[src/hw/rtl/tsps_pkg.sv]
// shared types and constants for the time slice priority scheduler
// no dependencies; used by tsps_scan and time_slice_priority_scheduler_core
`timescale 1ns / 1ps

package tsps_pkg;

  // fixed field widths
  localparam int unsigned TaskW    = 3;
  localparam int unsigned CountW   = 4;
  localparam int unsigned NumWork  = 7;
  localparam int unsigned CfgIdxW  = 3;

  // controls from the sequencer into the scan unit
  typedef struct packed {
    logic clear;
    logic step;
  } scan_ctrl_t;

  // scan unit status back to the sequencer
  typedef struct packed {
    logic             last;
    logic [TaskW-1:0] best_idx;
  } scan_stat_t;

endpackage

[src/hw/rtl/tsps_scan.sv]
// scan unit: walks the task counters one per cycle while step is high, with one shared compare
// depends on tsps_pkg
`timescale 1ns / 1ps

module tsps_scan #(
  parameter int unsigned TASK_COUNT = 8
) (
  input  logic                            clk_i,
  input  logic                            rst_ni,
  input  tsps_pkg::scan_ctrl_t            ctrl_i,
  input  logic [tsps_pkg::CountW-1:0]     value_i,
  output logic [tsps_pkg::TaskW-1:0]      rd_idx_o,
  output tsps_pkg::scan_stat_t            stat_o
);

  logic [tsps_pkg::TaskW-1:0]  idx_q, idx_d;
  logic [tsps_pkg::TaskW-1:0]  best_idx_q, best_idx_d;
  logic [tsps_pkg::CountW-1:0] best_val_q, best_val_d;
  logic                        greater;

  // shared compare: strictly larger keeps ties on the lowest index
  assign greater = value_i > best_val_q;

  // walk state
  always_comb begin
    idx_d      = idx_q;
    best_idx_d = best_idx_q;
    best_val_d = best_val_q;
    if (ctrl_i.clear) begin
      idx_d      = tsps_pkg::TaskW'(1);
      best_idx_d = '0;
      best_val_d = '0;
    end else if (ctrl_i.step) begin
      idx_d = idx_q + tsps_pkg::TaskW'(1);
      if (greater) begin
        best_idx_d = idx_q;
        best_val_d = value_i;
      end
    end
  end

  always_ff @(posedge clk_i or negedge rst_ni) begin
    if (!rst_ni) begin
      idx_q      <= tsps_pkg::TaskW'(1);
      best_idx_q <= '0;
      best_val_q <= '0;
    end else begin
      idx_q      <= idx_d;
      best_idx_q <= best_idx_d;
      best_val_q <= best_val_d;
    end
  end

  assign rd_idx_o        = idx_q;
  assign stat_o.last     = (idx_q == tsps_pkg::TaskW'(TASK_COUNT - 1));
  assign stat_o.best_idx = best_idx_q;

endmodule

[src/hw/rtl/time_slice_priority_scheduler_core.sv]
// top level of the time slice priority scheduler: sequencer, counters, priorities
// depends on tsps_pkg and tsps_scan
`timescale 1ns / 1ps

// Usage:
// A tick request is taken at a rising edge with start_i high and busy_o low.
// tick_i of one runs the scheduler step; tick_i of zero just reports the
// running task and its slice. Each request gives one result on running_task_o,
// switched_o, reloaded_o and slice_left_o, valid for the single cycle in which
// done_o is high; the receiver cannot stall, so it must sample then.
// Sequence: StDec updates the running counter; when a reschedule is due, a pass
// through the shared compare unit (StScan) and StEval follow, and when every
// counter is zero StReload reloads them and a second pass and StEval follow;
// StResp then gives the result. A zero tick goes straight to StResp. busy_o
// stays high over all of it, so requests run one at a time.
// The priority registers are written over cfg_valid_i/cfg_ready_o; the user
// must write them only while the block is idle, which the block does not enforce;
// cfg_ready_o is always high and indexes above six are ignored.
// Reset sets all priorities to one, all counters to zero and the idle task.
module time_slice_priority_scheduler_core #(
  parameter int unsigned TASK_COUNT = 8
) (
  input  logic                             clk_i,
  input  logic                             rst_ni,
  // tick request
  input  logic                             start_i,
  output logic                             busy_o,
  input  logic                             tick_i,
  // result
  output logic                             done_o,
  output logic [tsps_pkg::TaskW-1:0]       running_task_o,
  output logic                             switched_o,
  output logic                             reloaded_o,
  output logic [tsps_pkg::CountW-1:0]      slice_left_o,
  // priority register writes
  input  logic                             cfg_valid_i,
  output logic                             cfg_ready_o,
  input  logic [tsps_pkg::CfgIdxW-1:0]     cfg_index_i,
  input  logic [tsps_pkg::CountW-1:0]      cfg_data_i
);

  typedef enum logic [5:0] {
    StIdle   = 6'b000001,
    StDec    = 6'b000010,
    StScan   = 6'b000100,
    StEval   = 6'b001000,
    StReload = 6'b010000,
    StResp   = 6'b100000
  } state_e;

  state_e state_q, state_d;

  logic [tsps_pkg::CountW-1:0] prio_q [tsps_pkg::NumWork];
  logic [tsps_pkg::CountW-1:0] cnt_q  [tsps_pkg::NumWork];
  logic [tsps_pkg::TaskW-1:0]  cur_q, cur_d;
  logic                        switched_q, switched_d;
  logic                        reloaded_q, reloaded_d;

  tsps_pkg::scan_ctrl_t        scan_ctrl;
  tsps_pkg::scan_stat_t        scan_stat;
  logic [tsps_pkg::TaskW-1:0]  scan_idx;

  logic [tsps_pkg::TaskW-1:0]  rd_task;
  logic [tsps_pkg::TaskW-1:0]  rd_addr;
  logic [tsps_pkg::CountW-1:0] rd_cnt;
  logic                        dec_wr;
  logic                        reload_wr;
  logic                        accept;

  assign accept      = start_i && !busy_o;
  assign busy_o      = (state_q != StIdle);
  assign cfg_ready_o = 1'b1;

  // single counter read port: scan index during a pass, else the running task
  assign rd_task = (state_q == StScan) ? scan_idx : cur_q;
  assign rd_addr = rd_task - tsps_pkg::TaskW'(1);
  assign rd_cnt  = (rd_task == '0) ? '0 : cnt_q[rd_addr];

  tsps_scan #(
    .TASK_COUNT(TASK_COUNT)
  ) u_scan (
    .clk_i   (clk_i),
    .rst_ni  (rst_ni),
    .ctrl_i  (scan_ctrl),
    .value_i (rd_cnt),
    .rd_idx_o(scan_idx),
    .stat_o  (scan_stat)
  );

  // sequencer
  always_comb begin
    state_d         = state_q;
    cur_d           = cur_q;
    switched_d      = switched_q;
    reloaded_d      = reloaded_q;
    scan_ctrl.clear = 1'b0;
    scan_ctrl.step  = 1'b0;
    dec_wr          = 1'b0;
    reload_wr       = 1'b0;
    case (state_q)
      StIdle: begin
        if (accept) begin
          switched_d = 1'b0;
          reloaded_d = 1'b0;
          state_d    = tick_i ? StDec : StResp;
        end
      end
      StDec: begin
        if (cur_q == '0 || rd_cnt == '0) begin
          scan_ctrl.clear = 1'b1;
          state_d         = StScan;
        end else begin
          dec_wr = 1'b1;
          if (rd_cnt == tsps_pkg::CountW'(1)) begin
            scan_ctrl.clear = 1'b1;
            state_d         = StScan;
          end else begin
            state_d = StResp;
          end
        end
      end
      StScan: begin
        scan_ctrl.step = 1'b1;
        if (scan_stat.last) begin
          state_d = StEval;
        end
      end
      StEval: begin
        if (scan_stat.best_idx == '0 && !reloaded_q) begin
          state_d = StReload;
        end else begin
          switched_d = (scan_stat.best_idx != cur_q);
          cur_d      = scan_stat.best_idx;
          state_d    = StResp;
        end
      end
      StReload: begin
        reload_wr       = 1'b1;
        reloaded_d      = 1'b1;
        scan_ctrl.clear = 1'b1;
        state_d         = StScan;
      end
      StResp: begin
        state_d = StIdle;
      end
      default: begin
        state_d = StIdle;
      end
    endcase
  end

  always_ff @(posedge clk_i or negedge rst_ni) begin
    if (!rst_ni) begin
      state_q    <= StIdle;
      cur_q      <= '0;
      switched_q <= 1'b0;
      reloaded_q <= 1'b0;
    end else begin
      state_q    <= state_d;
      cur_q      <= cur_d;
      switched_q <= switched_d;
      reloaded_q <= reloaded_d;
    end
  end

  // priority registers and slice counters
  for (genvar i = 0; i < tsps_pkg::NumWork; i++) begin : g_task
    always_ff @(posedge clk_i or negedge rst_ni) begin
      if (!rst_ni) begin
        prio_q[i] <= tsps_pkg::CountW'(1);
      end else if (cfg_valid_i && cfg_ready_o &&
                   cfg_index_i == tsps_pkg::CfgIdxW'(i)) begin
        prio_q[i] <= cfg_data_i;
      end
    end

    always_ff @(posedge clk_i or negedge rst_ni) begin
      if (!rst_ni) begin
        cnt_q[i] <= '0;
      end else if (reload_wr && (i + 1 < TASK_COUNT)) begin
        cnt_q[i] <= prio_q[i];
      end else if (dec_wr && rd_addr == tsps_pkg::TaskW'(i)) begin
        cnt_q[i] <= rd_cnt - tsps_pkg::CountW'(1);
      end
    end
  end

  // result, shown for the one response cycle
  assign done_o         = (state_q == StResp);
  assign running_task_o = cur_q;
  assign switched_o     = switched_q;
  assign reloaded_o     = reloaded_q;
  assign slice_left_o   = rd_cnt;

endmodule
[config.mk]
export PLATFORM = sky130hd
export DESIGN_NAME = time_slice_priority_scheduler_core
export DESIGN_NICKNAME = d
export VERILOG_FILES = /design/src/hw/rtl/tsps_pkg.sv /design/src/hw/rtl/tsps_scan.sv /design/src/hw/rtl/time_slice_priority_scheduler_core.sv
export SDC_FILE = /design/constraint.sdc
export NUM_CORES = 1
export LEC_CHECK = 0
export ABC_AREA = 1
export CORE_UTILIZATION = 30
export CTS_CLUSTER_DIAMETER = 30
export DETAILED_ROUTE_END_ITERATION = 7
export DONT_BUFFER_PORTS = 1
export PLACE_DENSITY = 0.42
export RECOVER_POWER = 100
export SYNTH_ARGS = -nofsm -noshare
export SYNTH_HDL_FRONTEND = slang
export SYNTH_SLANG_ARGS = --single-unit
[constraint.sdc]
create_clock -name clk_i -period 4.7 [get_ports clk_i]
set_clock_uncertainty 0.15 [all_clocks]
set_input_delay 0.94 -clock clk_i [delete_from_list [all_inputs] [get_ports clk_i]]
set_output_delay 0.94 -clock clk_i [all_outputs]
set_load 0.01 [all_outputs]
==> impl_metrics.toml <==
[pwr]
clkPwrFrac_pct = 40.1
powerDensity_nw_per_um2 = 373
worst_ir_drop_vdd_v = 0.000206
leakage_uw = 0.00246
pwr-share-seq_pct = 44.6
swShare_pct = 30.1
power_switching_uw = 539
p_int_uw = 1250
p_comb_share_pct = 15.2

[placed_design]
port_buffers = 0
dp_hpwl_mm = 8.13
preCtsSetupSlack_ns = 0.629
globalplace.congestion = 0.846

[setup_path]
critPathTopFamily = "compound AO/OA/AOI/OAI gates"
slowest_delay_ns = 0.46
endpoint_kind = "primary output"
arrival_ns = 3.00
cp.depth = 13
rrSetupSlack_ns = 0.63
crit_type = "reg2out"
crit_path_start_kind = "register"
cpMaxStageDelayCell = "o21ai_0"
path_cells = "nor2_4 > nand3_4 > o21ai_0 > ha_1 > ha_1 > inv_1 > nand2_1 > o21ai_0 > inv_2 > nand2_2 > nand2_1 > nor2_1 > buf_4"
regToRegEndpoint = "u_scan.best_val_q[2]"
r2r-start = "state_q[5]"
worst-path-max-fanout = 10
cp.required_ns = 3.61
reg2regPathDepth = 21
cp_num_buf_inv = 3

[sta]
timing.final.crit_share_pct = 87.0
fin_crit_ns = 4.09
fmax_ghz = 0.244
tightest_slew_ns = 1.15
grt_setup_unrepaired = "no"
drv_slew = 0
hold_violations = 0
worst_slack_ns = 0.609
slew_headroom_pct = 23.3
finalSetupViolCount = 0
tns_ns = 0

[global_routing]
busiest_layer = "met2"
grtUsageMet1_pct = 21.7
grt_pass1_vias = 3488
grt_max_degree = 78
grtUsageTotal_pct = 16.4
grt_pass1_wl_mm = 18.5
antenna_found_initial = 0
grt_use_met2_pct = 25.5
overflow = 0
grtUsageMet3_pct = 4.89

[floorplan]
dieHeight_um = 123
ios = 24
core_area_um2 = 14100
die_w_um = 123
rows = 43
start_util_pct = 31.3
die_area_um2 = 15200

[route]
drc_errors = 0
routed_wl_mm = 11.1
antenna_left = 0
vias = 3521
first_pass_iters = 4
drtIter0Drc = 220
avgViaCountPerCell = 4.60
wl_per_cell_um = 14.5

[synthesis]
ys_seq_area_share_pct = 43.9
synth_edf_count = 0
syn_area_um2 = 4410
synth_nets = 601
synth.area.top_cells = "dfrtp_1 (39%), nand2_1 (18%), inv_1 (6.2%)"
yosysMostFrequentCell = "nand2_1"
synth_top_area_cell = "dfrtp_1"
syn_area_per_cell_um2 = 7.67
synthTopCellsByCount = "nand2_1 (215), inv_1 (73), dfrtp_1 (68), nand3_1 (53), o21ai_0 (43)"
synth_top_area_share_pct = 38.6
synth_seq_cells = 77
yosysWarnings = 0
synth_ff_type = "dfrtp_1"
synthArstFlopShare_pct = 100
synth_cells = 575
synth_cell_types = 35

[finish]
area_delta_synth_final_pct = 8.54
ff_latch_area_um2 = 1940
nFillCells = 1579
utilization_pct = 34.0
drive_gt1_share_pct = 8.89
layout.nets = 606
n_antenna_cell = 0
multi_input_area_um2 = 2000

[cts]
cts_buffer_depth = 2
cts_buffers = 9
ctsHtreeMaxLevel = 3
ctsResizeCount = 0
ctsHoldBuffers = 0
post_cts_buffers = 0
cts_sinks = 77
cts_tree = "built"
clkTransAtPathRegs_ns = 0.07
root_buffer = "clkbuf_16"
clk_latency_ns = 0.35

[outcome]
status = "finished clean"

[hold_path]
hold_class = "in2async"

[flow_run]
drv_cap = 0
worst register-to-register path, delay by kind of cell (launching register included):
| kind | cells | cell delay (ns) |
|---|---|---|
| AO/OA/AOI/OAI | 4 | 0.95 |
| adder cells (fa/ha/maj) | 3 | 0.80 |
| buffers and inverters | 4 | 0.50 |
| flip-flops | 1 | 0.42 |
| AND/OR/NAND/NOR | 10 | 1.15 |
metal layers:
metal / wire [µm] / part of all wire, % / up-vias
met5: 0 / 0 / -
met4: 174 / 1.6 / 0
met3: 491 / 4.4 / 13
met2: 4930 / 45 / 71
met1: 5470 / 49 / 1610
li1: - / - / 1827
power by group through the flow:
stage               clock network [µW]  registers, µW  logic [µW]
global placement                     0            806         280
floorplan                            0            793         226
CTS                                742            797         282
finish                             718            798         272
detailed placement                   0            808         282
global route                       771            806         313
how the worst max path moves through the flow:
| stage | start | to | slack [ns] |
|---|---|---|---|
| 3_3_place_gp | state_q[5] | u_scan.best_val_q[0] | 0.80 |
| 5_1_grt | state_q[3] | u_scan.best_val_q[0] | 0.20 |
| 2_1_floorplan | state_q[3] | u_scan.best_idx_q[0] | 0.95 |
| 3_5_place_dp | state_q[3] | u_scan.best_val_q[2] | 0.63 |
| 4_1_cts | state_q[3] | slice_left_o[3] | 0.59 |
| 6_report | state_q[5] | slice_left_o[3] | 0.61 |
cells by family (layout without fill, tap and decap cells):
| kind of cell | count (synthesis) | in the layout | synth area share [%] |
|---|---|---|---|
| AOI/OAI and AO/OA | 52 | 52 | 6.15 |
| xor gates and xnor gates | 2 | 2 | 0.397 |
| adders and majority gates | 14 | 14 | 3.97 |
| buffers and inverters | 89 | 99 | 8.08 |
| DFF | 77 | 77 | 43.9 |
| muxes | 2 | 2 | 0.454 |
| other | 1 | 1 | 0.0850 |
| and+or+nand+nor | 338 | 338 | 36.9 |
layout by cell type (no fill, tap or decap), types with 2 or more instances in the layout:
cell type,count
inv_6,3
inv_2,3
mux2i_1,2
clkbuf_1,3
clkbuf_16,9
nand4_1,12
buf_4,4
o21ai_0,43
nor2_4,2
nor2_1,23
nor4_1,3
nand2_1,225
dfstp_2,9
nand3_2,5
ha_1,14
dfrtp_1,68
nand2_4,2
inv_1,73
a21oi_1,6
nand2_2,6
nand3_1,54
nand3_4,2
state kept, by name (all words and copies together) (netlist names):
register	count
cnt_q	28
prio_q	28
reloaded_o	1
running_task_o	3
state_q	6
switched_o	1
u_scan.best_idx_q	3
u_scan.best_val_q	4
u_scan.rd_idx_o	3
layout make-up:
type	instances	area share (%)
Multi-Input combinational cell	409	41.8
Sequential cell	77	40.5
Inverter	77	6.04
Clock buffer	10	4.78
Tap cell	180	4.70
Clock inverter	6	1.44
Timing Repair Buffer	6	0.784
per-stage QoR:
step	cell area [µm²]	hold slack (ns)	instances	total power, µW
after floorplan	4410	0.303	575	1020
after global placement	4620	0.317	749	1090
after detailed placement	4620	0.326	749	1090
after CTS	4920	0.113	765	1820
after global routing	4790	0.108	765	1890
final	4790	0.130	765	1790
No activity file was read; power rests on OpenSTA's default activity.
